$ cat src/rtl/spq_pkg.sv
// ---------------------------------------------------------------------------
// spq_pkg: shared types and constants of the stable priority queue
// Entry, command and result structs, status codes and sizing.
// ---------------------------------------------------------------------------
`default_nettype none

package spq_pkg;

  localparam int Capacity = 16;
  localparam int CntW     = $clog2(Capacity + 1);
  localparam int CountW   = 5;
  localparam int StatusW  = 3;

  localparam logic [StatusW-1:0] StOk    = 3'd0;
  localparam logic [StatusW-1:0] StNull  = 3'd1;
  localparam logic [StatusW-1:0] StDup   = 3'd2;
  localparam logic [StatusW-1:0] StFull  = 3'd3;
  localparam logic [StatusW-1:0] StEmpty = 3'd4;

  localparam logic ModeInsert = 1'b0;
  localparam logic ModeRemove = 1'b1;

  typedef struct packed {
    logic        mode;
    logic [15:0] item_id;
    logic [7:0]  kind;
    logic [15:0] priority_req;
  } spq_req_t;

  typedef struct packed {
    logic [StatusW-1:0] status;
    logic [CountW-1:0]  count;
    logic [15:0]        out_item_id;
    logic [7:0]         out_kind;
    logic [15:0]        out_priority;
  } spq_res_t;

  typedef struct packed {
    logic [15:0] id;
    logic [7:0]  kind;
    logic [15:0] pri;
  } spq_entry_t;

  typedef struct packed {
    logic ins;
    logic rem;
  } spq_ctrl_t;

endpackage

`default_nettype wire

$ cat src/rtl/spq_cell.sv
// ---------------------------------------------------------------------------
// spq_cell: one slot of the sorted chain
// Holds one entry, flags whether a new entry belongs at or before it, and
// shifts toward the tail on insert or toward the head on remove.
// ---------------------------------------------------------------------------
`default_nettype none

module spq_cell
  import spq_pkg::*;
(
  input  wire             clk_i,
  input  wire spq_ctrl_t  ctrl_i,
  input  wire             occ_i,
  input  wire spq_entry_t new_i,
  input  wire spq_entry_t left_i,
  input  wire             left_sel_i,
  input  wire spq_entry_t right_i,
  output spq_entry_t      ent_o,
  output logic            sel_o,
  output logic            dup_o
);

  spq_entry_t ent_q, ent_d;

  // an empty slot or a strictly larger priority means the new entry goes here or earlier
  assign sel_o = ~occ_i | (ent_q.pri > new_i.pri);
  assign dup_o = occ_i & (ent_q.id == new_i.id);
  assign ent_o = ent_q;

  always_comb begin
    ent_d = ent_q;
    if (ctrl_i.ins) begin
      if (left_sel_i) begin
        ent_d = left_i;
      end else if (sel_o) begin
        ent_d = new_i;
      end
    end else if (ctrl_i.rem) begin
      ent_d = right_i;
    end
  end

  always_ff @(posedge clk_i) begin
    ent_q <= ent_d;
  end

endmodule

`default_nettype wire

$ cat src/rtl/stable_priority_queue_top.sv
// ---------------------------------------------------------------------------
// stable_priority_queue_top: bounded min-priority queue, stable on ties
// Sorted chain of slot cells with a registered result.
// ---------------------------------------------------------------------------
// An item is taken on every clock edge with start high; busy stays low, so
// one insert or remove is accepted per cycle. Its result appears on res_o,
// with done_o high, in the cycle after acceptance: every slot cell
// compares and shifts in the same cycle, and the result register sits at
// the output. The receiver cannot stall, so done_o must be sampled then.
// Inserts place the entry after all entries of lower or equal priority;
// removes return the head. The reported count is the fill after the item.
`default_nettype none

module stable_priority_queue_top
  import spq_pkg::*;
(
  input  wire           clk_i,
  input  wire           rst_ni,
  input  wire           start,
  output logic          busy,
  input  wire spq_req_t req_i,
  output logic          done_o,
  output spq_res_t      res_o
);

  spq_entry_t            ent   [Capacity];
  logic [Capacity-1:0]   sel;
  logic [Capacity-1:0]   dup;
  logic [Capacity-1:0]   occ;
  spq_entry_t            new_ent;
  spq_ctrl_t             ctrl;
  logic [CntW-1:0]       count_q, count_d;
  logic                  done_q;
  spq_res_t              res_q, res_d;
  logic                  accept, is_dup, is_full, is_empty;

  assign busy   = 1'b0;
  assign accept = start & ~busy;

  assign new_ent.id   = req_i.item_id;
  assign new_ent.kind = req_i.kind;
  assign new_ent.pri  = req_i.priority_req;

  assign is_dup   = |dup;
  assign is_full  = (count_q == CntW'(Capacity));
  assign is_empty = (count_q == '0);

  assign ctrl.ins = accept & (req_i.mode == ModeInsert) & (req_i.item_id != 16'd0)
                  & ~is_dup & ~is_full;
  assign ctrl.rem = accept & (req_i.mode == ModeRemove) & ~is_empty;

  for (genvar i = 0; i < Capacity; i++) begin : g_cell
    assign occ[i] = (count_q > CntW'(i));

    spq_cell u_cell (
      .clk_i      (clk_i),
      .ctrl_i     (ctrl),
      .occ_i      (occ[i]),
      .new_i      (new_ent),
      .left_i     ((i == 0) ? new_ent : ent[(i == 0) ? 0 : i - 1]),
      .left_sel_i ((i == 0) ? 1'b0 : sel[(i == 0) ? 0 : i - 1]),
      .right_i    ((i == Capacity - 1) ? ent[i] : ent[(i == Capacity - 1) ? i : i + 1]),
      .ent_o      (ent[i]),
      .sel_o      (sel[i]),
      .dup_o      (dup[i])
    );
  end

  always_comb begin
    count_d = count_q;
    if (ctrl.ins) begin
      count_d = count_q + CntW'(1);
    end else if (ctrl.rem) begin
      count_d = count_q - CntW'(1);
    end
  end

  always_comb begin
    res_d              = '0;
    res_d.count        = CountW'(count_d);
    if (req_i.mode == ModeInsert) begin
      if (req_i.item_id == 16'd0) begin
        res_d.status = StNull;
      end else if (is_dup) begin
        res_d.status = StDup;
      end else if (is_full) begin
        res_d.status = StFull;
      end else begin
        res_d.status = StOk;
      end
    end else if (is_empty) begin
      res_d.status = StEmpty;
    end else begin
      res_d.status       = StOk;
      res_d.out_item_id  = ent[0].id;
      res_d.out_kind     = ent[0].kind;
      res_d.out_priority = ent[0].pri;
    end
  end

  always_ff @(posedge clk_i or negedge rst_ni) begin
    if (!rst_ni) begin
      count_q <= '0;
      done_q  <= 1'b0;
    end else begin
      count_q <= count_d;
      done_q  <= accept;
    end
  end

  always_ff @(posedge clk_i) begin
    if (accept) begin
      res_q <= res_d;
    end
  end

  assign done_o = done_q;
  assign res_o  = res_q;

  // -------------------------------------------------------------------------
  // assertions

  logic [Capacity-1:0] order_ok;
  assign order_ok[0] = 1'b1;
  for (genvar j = 1; j < Capacity; j++) begin : g_ord
    assign order_ok[j] = ~occ[j] | (ent[j-1].pri <= ent[j].pri);
  end

  a_count_bound: assert property (@(posedge clk_i) disable iff (!rst_ni)
    count_q <= CntW'(Capacity))
    else $error("fill count above capacity");

  a_sorted: assert property (@(posedge clk_i) disable iff (!rst_ni)
    &order_ok)
    else $error("stored entries out of priority order");

  a_done: assert property (@(posedge clk_i) disable iff (!rst_ni)
    accept |=> done_o)
    else $error("accepted item gave no result");

  a_empty_count: assert property (@(posedge clk_i) disable iff (!rst_ni)
    (done_o && res_o.status == StEmpty) |-> (res_o.count == '0))
    else $error("empty status with nonzero count");

  a_no_double_op: assert property (@(posedge clk_i) disable iff (!rst_ni)
    !(ctrl.ins && ctrl.rem))
    else $error("insert and remove in the same cycle");

endmodule

`default_nettype wire
$ cat config.mk
export PLATFORM = sky130hd
export DESIGN_NAME = stable_priority_queue_top
export DESIGN_NICKNAME = d
export VERILOG_FILES = /design/src/rtl/spq_pkg.sv /design/src/rtl/spq_cell.sv /design/src/rtl/stable_priority_queue_top.sv
export SDC_FILE = /design/constraint.sdc
export NUM_CORES = 2
export LEC_CHECK = 0
export ABC_AREA = 1
export BUFFER_PORTS_ARGS = -buffer_cell sky130_fd_sc_hd__buf_4
export CORE_MARGIN = 1.5
export CORE_UTILIZATION = 35
export DETAILED_ROUTE_END_ITERATION = 12
export GPL_ROUTABILITY_DRIVEN = 0
export SYNTH_ARGS = -nofsm -noshare
export SYNTH_HDL_FRONTEND = slang
export SYNTH_SLANG_ARGS = --single-unit
$ cat constraint.sdc
create_clock -name clk_i -period 12.5 [get_ports clk_i]
set_clock_uncertainty 0.1 [all_clocks]
set_input_delay 3.75 -clock clk_i [delete_from_list [all_inputs] [get_ports clk_i]]
set_output_delay 3.75 -clock clk_i [all_outputs]
set_load 0.005 [all_outputs]
==> insert_results.sql <==
INSERT INTO impl_metrics (metric_group, metric, value, unit) VALUES
('timing', 'rsz0062_at_grt', 'false', ''),
('synth', 'syn_area', '0.0444', 'sq mm'),
('timing', 'drv_slew', '0', ''),
('die', 'effective_utilization_at_floorplan', '35.3', '%'),
('synth', 'number_of_cells_produced_by_synthesis', '5604', ''),
('timing', 'setup_total_negative_slack', '0', 'ns'),
('die', 'io-pin-count', '94', ''),
('critical_path', 'crit_path_start_kind', 'primary input', ''),
('synth', 'ys_async_rst_share', '0.865', '%'),
('finish', 'antenna_diode_count', '0', ''),
('timing', 'worst_pin_slew', '1.16', 'ns'),
('synth', 'syn-mean-instance-area', '7.93', 'sq um'),
('die', 'floorplan.die.width', '359', 'um'),
('pwr', 'total_power', '12700', 'uW'),
('clock_network', 'postCtsSetupBuffers', '0', ''),
('timing', 'post-route-period-util', '62.2', '%'),
('synth', 'synth-edff-count', '688', ''),
('clock_network', 'cts_root_buffer', 'sky130_fd_sc_hd__clkbuf_16', ''),
('die', 'die-area', '0.129', 'sq mm'),
('global_route', 'global_route.usage.total', '19.0', '%'),
('placed_design', 'hpwlAfterDp', '86300', 'um'),
('global_route', 'grt-ovfl-total', '0', ''),
('critical_path', 'setup.worst_path.start', 'req_i[26]', ''),
('finish', 'areaGrowthSynthToFinish', '9.01', '%'),
('synth', 'postSynth.topFlopCell', 'sky130_fd_sc_hd__edfxtp_1', ''),
('placed_design', 'pre_cts_ws', '4.16', 'ns'),
('global_route', 'global_route_wire_length_before_repair', '196000', 'um'),
('timing', 'final-hold-violation-count', '0', ''),
('finish', 'num-nets-final', '5780', ''),
('global_route', 'grt_pass1_vias', '33780', ''),
('outcome', 'status', 'complete, no violations', ''),
('synth', 'yosysUniqueCellTypes', '43', ''),
('critical_path', 'critPathArrivalTime', '7.97', 'ns'),
('hold_path', 'hold_path_startpoint', 'g_cell[15].u_cell.ent_o[21]', ''),
('timing', 'slew-limit-headroom', '22.6', '%'),
('pwr', 'peak_supply_drop', '0.264', 'mV'),
('synth', 'synth_sequential_area_ratio', '46.8', '%'),
('detailed_routing', 'count_of_routing_violations_after_the_opening_detailed_route_iteration', '3825', ''),
('critical_path', 'cp_data_required_time', '12.70', 'ns'),
('synth', 'syn_nets', '5910', ''),
('detailed_routing', 'num_vias', '36897', ''),
('clock_network', 'cts_tree', 'done', ''),
('die', 'row_count', '130', ''),
('clock_network', 'clk_pin_slew', '0.06', 'ns'),
('clock_network', 'cts_buffers', '77', ''),
('detailed_routing', 'routed_wl', '125000', 'um'),
('clock_network', 'hold_buffers', '0', ''),
('clock_network', 'ctsLongestPathBuffers', '3', ''),
('clock_network', 'clock-sinks', '694', ''),
('critical_path', 'cp_max_fo', '29', ''),
('synth', 'synth_register_bits', '694', ''),
('detailed_routing', 'ant_nets', '0', ''),
('global_route', 'grt_max_degree', '238', ''),
('clock_network', 'cts-htree-levels', '3', ''),
('timing', 'holdWs', '0.434', 'ns'),
('timing', 'finalSetupViolCount', '0', ''),
('timing', 'fin_crit', '7.77', 'ns'),
('detailed_routing', 'drt-vias-per-instance', '5.14', ''),
('hold_path', 'worstHoldPathType', 'reg -> reg', ''),
('global_route', 'antenna_violations_before_repair', '5', ''),
('detailed_routing', 'drt-pass1-iter-count', '5', ''),
('timing', 'max_freq', '129', 'MHz'),
('flow_run', 'max-cap-violations', '0', ''),
('critical_path', 'crit_path_end_kind', 'register', ''),
('detailed_routing', 'wl_per_cell', '17.4', 'um'),
('pwr', 'p_per_area', '263', 'mW/mm^2'),
('placed_design', 'io_buffers', '92', ''),
('critical_path', 'critical_path_class', 'in -> reg', ''),
('synth', 'yosysWarnings', '0', ''),
('critical_path', 'r2r_start', 'count_q[4]', ''),
('clock_network', 'insertion_delay', '0.65', 'ns'),
('clock_network', 'cts_repair_resize_count', '0', ''),
('pwr', 'power.leakage', '0.0210', 'uW'),
('finish', 'post_route_cells_drive_above_1_share', '5.68', '%'),
('timing', 'postLayoutSetupSlackWorst', '4.73', 'ns'),
('detailed_routing', 'drc', '0', ''),
('die', 'die-height', '359', 'um'),
('die', 'core', '0.126', 'sq mm');
## final cells by class
| type | instances | area, sq um |
|---|---|---|
| clock inverters | 39 | 309 |
| flip-flops and latches | 694 | 20800 |
| well taps | 1650 | 2060 |
| multi-input cells | 4173 | 20600 |
| repair buffers | 150 | 1180 |
| clock buffers | 94 | 2040 |
| inverters | 378 | 1420 |
| fillers | 12739 | 77300 |
## placed cells by master, fill, tap and decap left out, types with 9 or more instances in the layout
cell                           n
sky130_fd_sc_hd__clkinv_1     21
sky130_fd_sc_hd__nand2_2      22
sky130_fd_sc_hd__buf_4       146
sky130_fd_sc_hd__nand2_1    1883
sky130_fd_sc_hd__o21a_1       57
sky130_fd_sc_hd__nor3_1        9
sky130_fd_sc_hd__inv_1       356
sky130_fd_sc_hd__ha_1        262
sky130_fd_sc_hd__edfxtp_1    688
sky130_fd_sc_hd__nand4_1      63
sky130_fd_sc_hd__o21ai_0     896
sky130_fd_sc_hd__inv_2        18
sky130_fd_sc_hd__nor2_1      388
sky130_fd_sc_hd__clkinv_2     13
sky130_fd_sc_hd__clkbuf_1     14
sky130_fd_sc_hd__o21ai_1     159
sky130_fd_sc_hd__nand3_1      66
sky130_fd_sc_hd__xor2_1       47
sky130_fd_sc_hd__a21oi_1     255
sky130_fd_sc_hd__a31oi_1      16
sky130_fd_sc_hd__clkbuf_16    79
## through the flow
step	instance area [sq um]	instances	utilization, %
CTS	48400	7178	38.5
finish	48400	7178	38.5
global placement	46100	7045	36.6
global route	48400	7178	38.5
floorplan	44400	5604	-
detailed placement	46100	7045	36.6
## cells in the mapped netlist, drive strengths merged, types with 3 or more instances
| master | n | area [sq um] |
|---|---|---|
| a21o | 5 | 37.5 |
| a21oi | 256 | 1280 |
| a31oi | 16 | 100 |
| buf | 139 | 835 |
| clkbuf | 220 | 826 |
| clkinv | 3 | 11.3 |
| dfrtp | 6 | 150 |
| edfxtp | 688 | 20700 |
| ha | 262 | 3280 |
| inv | 375 | 1410 |
| nand2 | 1905 | 7150 |
| nand3 | 67 | 348 |
| nand3b | 3 | 22.5 |
| nand4 | 63 | 394 |
| nor2 | 393 | 1500 |
| nor3 | 10 | 55.1 |
| nor4 | 4 | 25.0 |
| o21a | 57 | 428 |
| o21ai | 1060 | 5320 |
| o21bai | 3 | 22.5 |
| or2 | 12 | 75.1 |
| xnor2 | 4 | 35.0 |
| xor2 | 47 | 412 |
## kinds of logic after synthesis
group / Yosys count / synth area share (%)
simple gates: 2458 / 21.6
compound gates: 1401 / 16.3
buf+inv: 737 / 6.94
flops: 694 / 46.8
fa+ha+maj: 262 / 7.38
xor+xnor: 51 / 1.01
other cells: 1 / 0.00844
## critical path, stage by stage
cell	delay, ns
sky130_fd_sc_hd__buf_4	0.22
sky130_fd_sc_hd__inv_1	0.54
sky130_fd_sc_hd__nand2_1	0.17
sky130_fd_sc_hd__nand4_1	0.25
sky130_fd_sc_hd__nor2_1	0.11
sky130_fd_sc_hd__nand3_1	0.09
sky130_fd_sc_hd__nand2_1	0.08
sky130_fd_sc_hd__nor2_1	0.23
sky130_fd_sc_hd__nand2_1	0.14
sky130_fd_sc_hd__nor2_4	0.37
sky130_fd_sc_hd__nand3_4	0.38
sky130_fd_sc_hd__nand2_2	0.40
sky130_fd_sc_hd__nand2_1	0.22
sky130_fd_sc_hd__nand2_2	0.50
sky130_fd_sc_hd__buf_4	0.44
## power breakdown
part	switching [uW]	total, uW	internal [uW]
clock	962	2220	1260
sequential	816	4980	4160
combinational	3790	5550	1760
total	5570	12700	7180
## path summary, 6_finish.rpt
| check | depth (start not counted) | slack [ns] | to |
|---|---|---|---|
| setup / recovery | 15 | 4.73 | g_cell[5].u_cell.ent_o[18] |
| hold / removal | 2 | 0.43 | g_cell[14].u_cell.ent_o[21] |
| setup reg to reg | 14 | 7.19 | g_cell[14].u_cell.ent_o[24] |
| hold reg to reg | 2 | 0.43 | g_cell[14].u_cell.ent_o[21] |
| max in group asynchronous | 1 | 9.36 | count_q[1] |
| min in group asynchronous | 1 | 2.81 | count_q[2] |
## registers in the layout, indices dropped and copies added, names as in the netlist
| signal | count |
|---|---|
| g_cell.u_cell.ent_o | 640 |
| res_o | 48 |
| count_q | 5 |
| done_o | 1 |
## per-layer routing
| metal | wire length [um] | share of wire [%] | up-vias | GRT usage (%) |
|---|---|---|---|---|
| met3 | 9400 | 7.5 | 161 | 3.00 |
| met1 | 58600 | 47 | 17020 | 27.6 |
| met4 | 3190 | 2.6 | 6 | 5.83 |
| met2 | 53500 | 43 | 1161 | 28.7 |
| li1 | - | - | 18549 | - |
| met5 | 39 | 0.031 | - | 0 |
No activity file was read; power rests on OpenSTA's default activity.
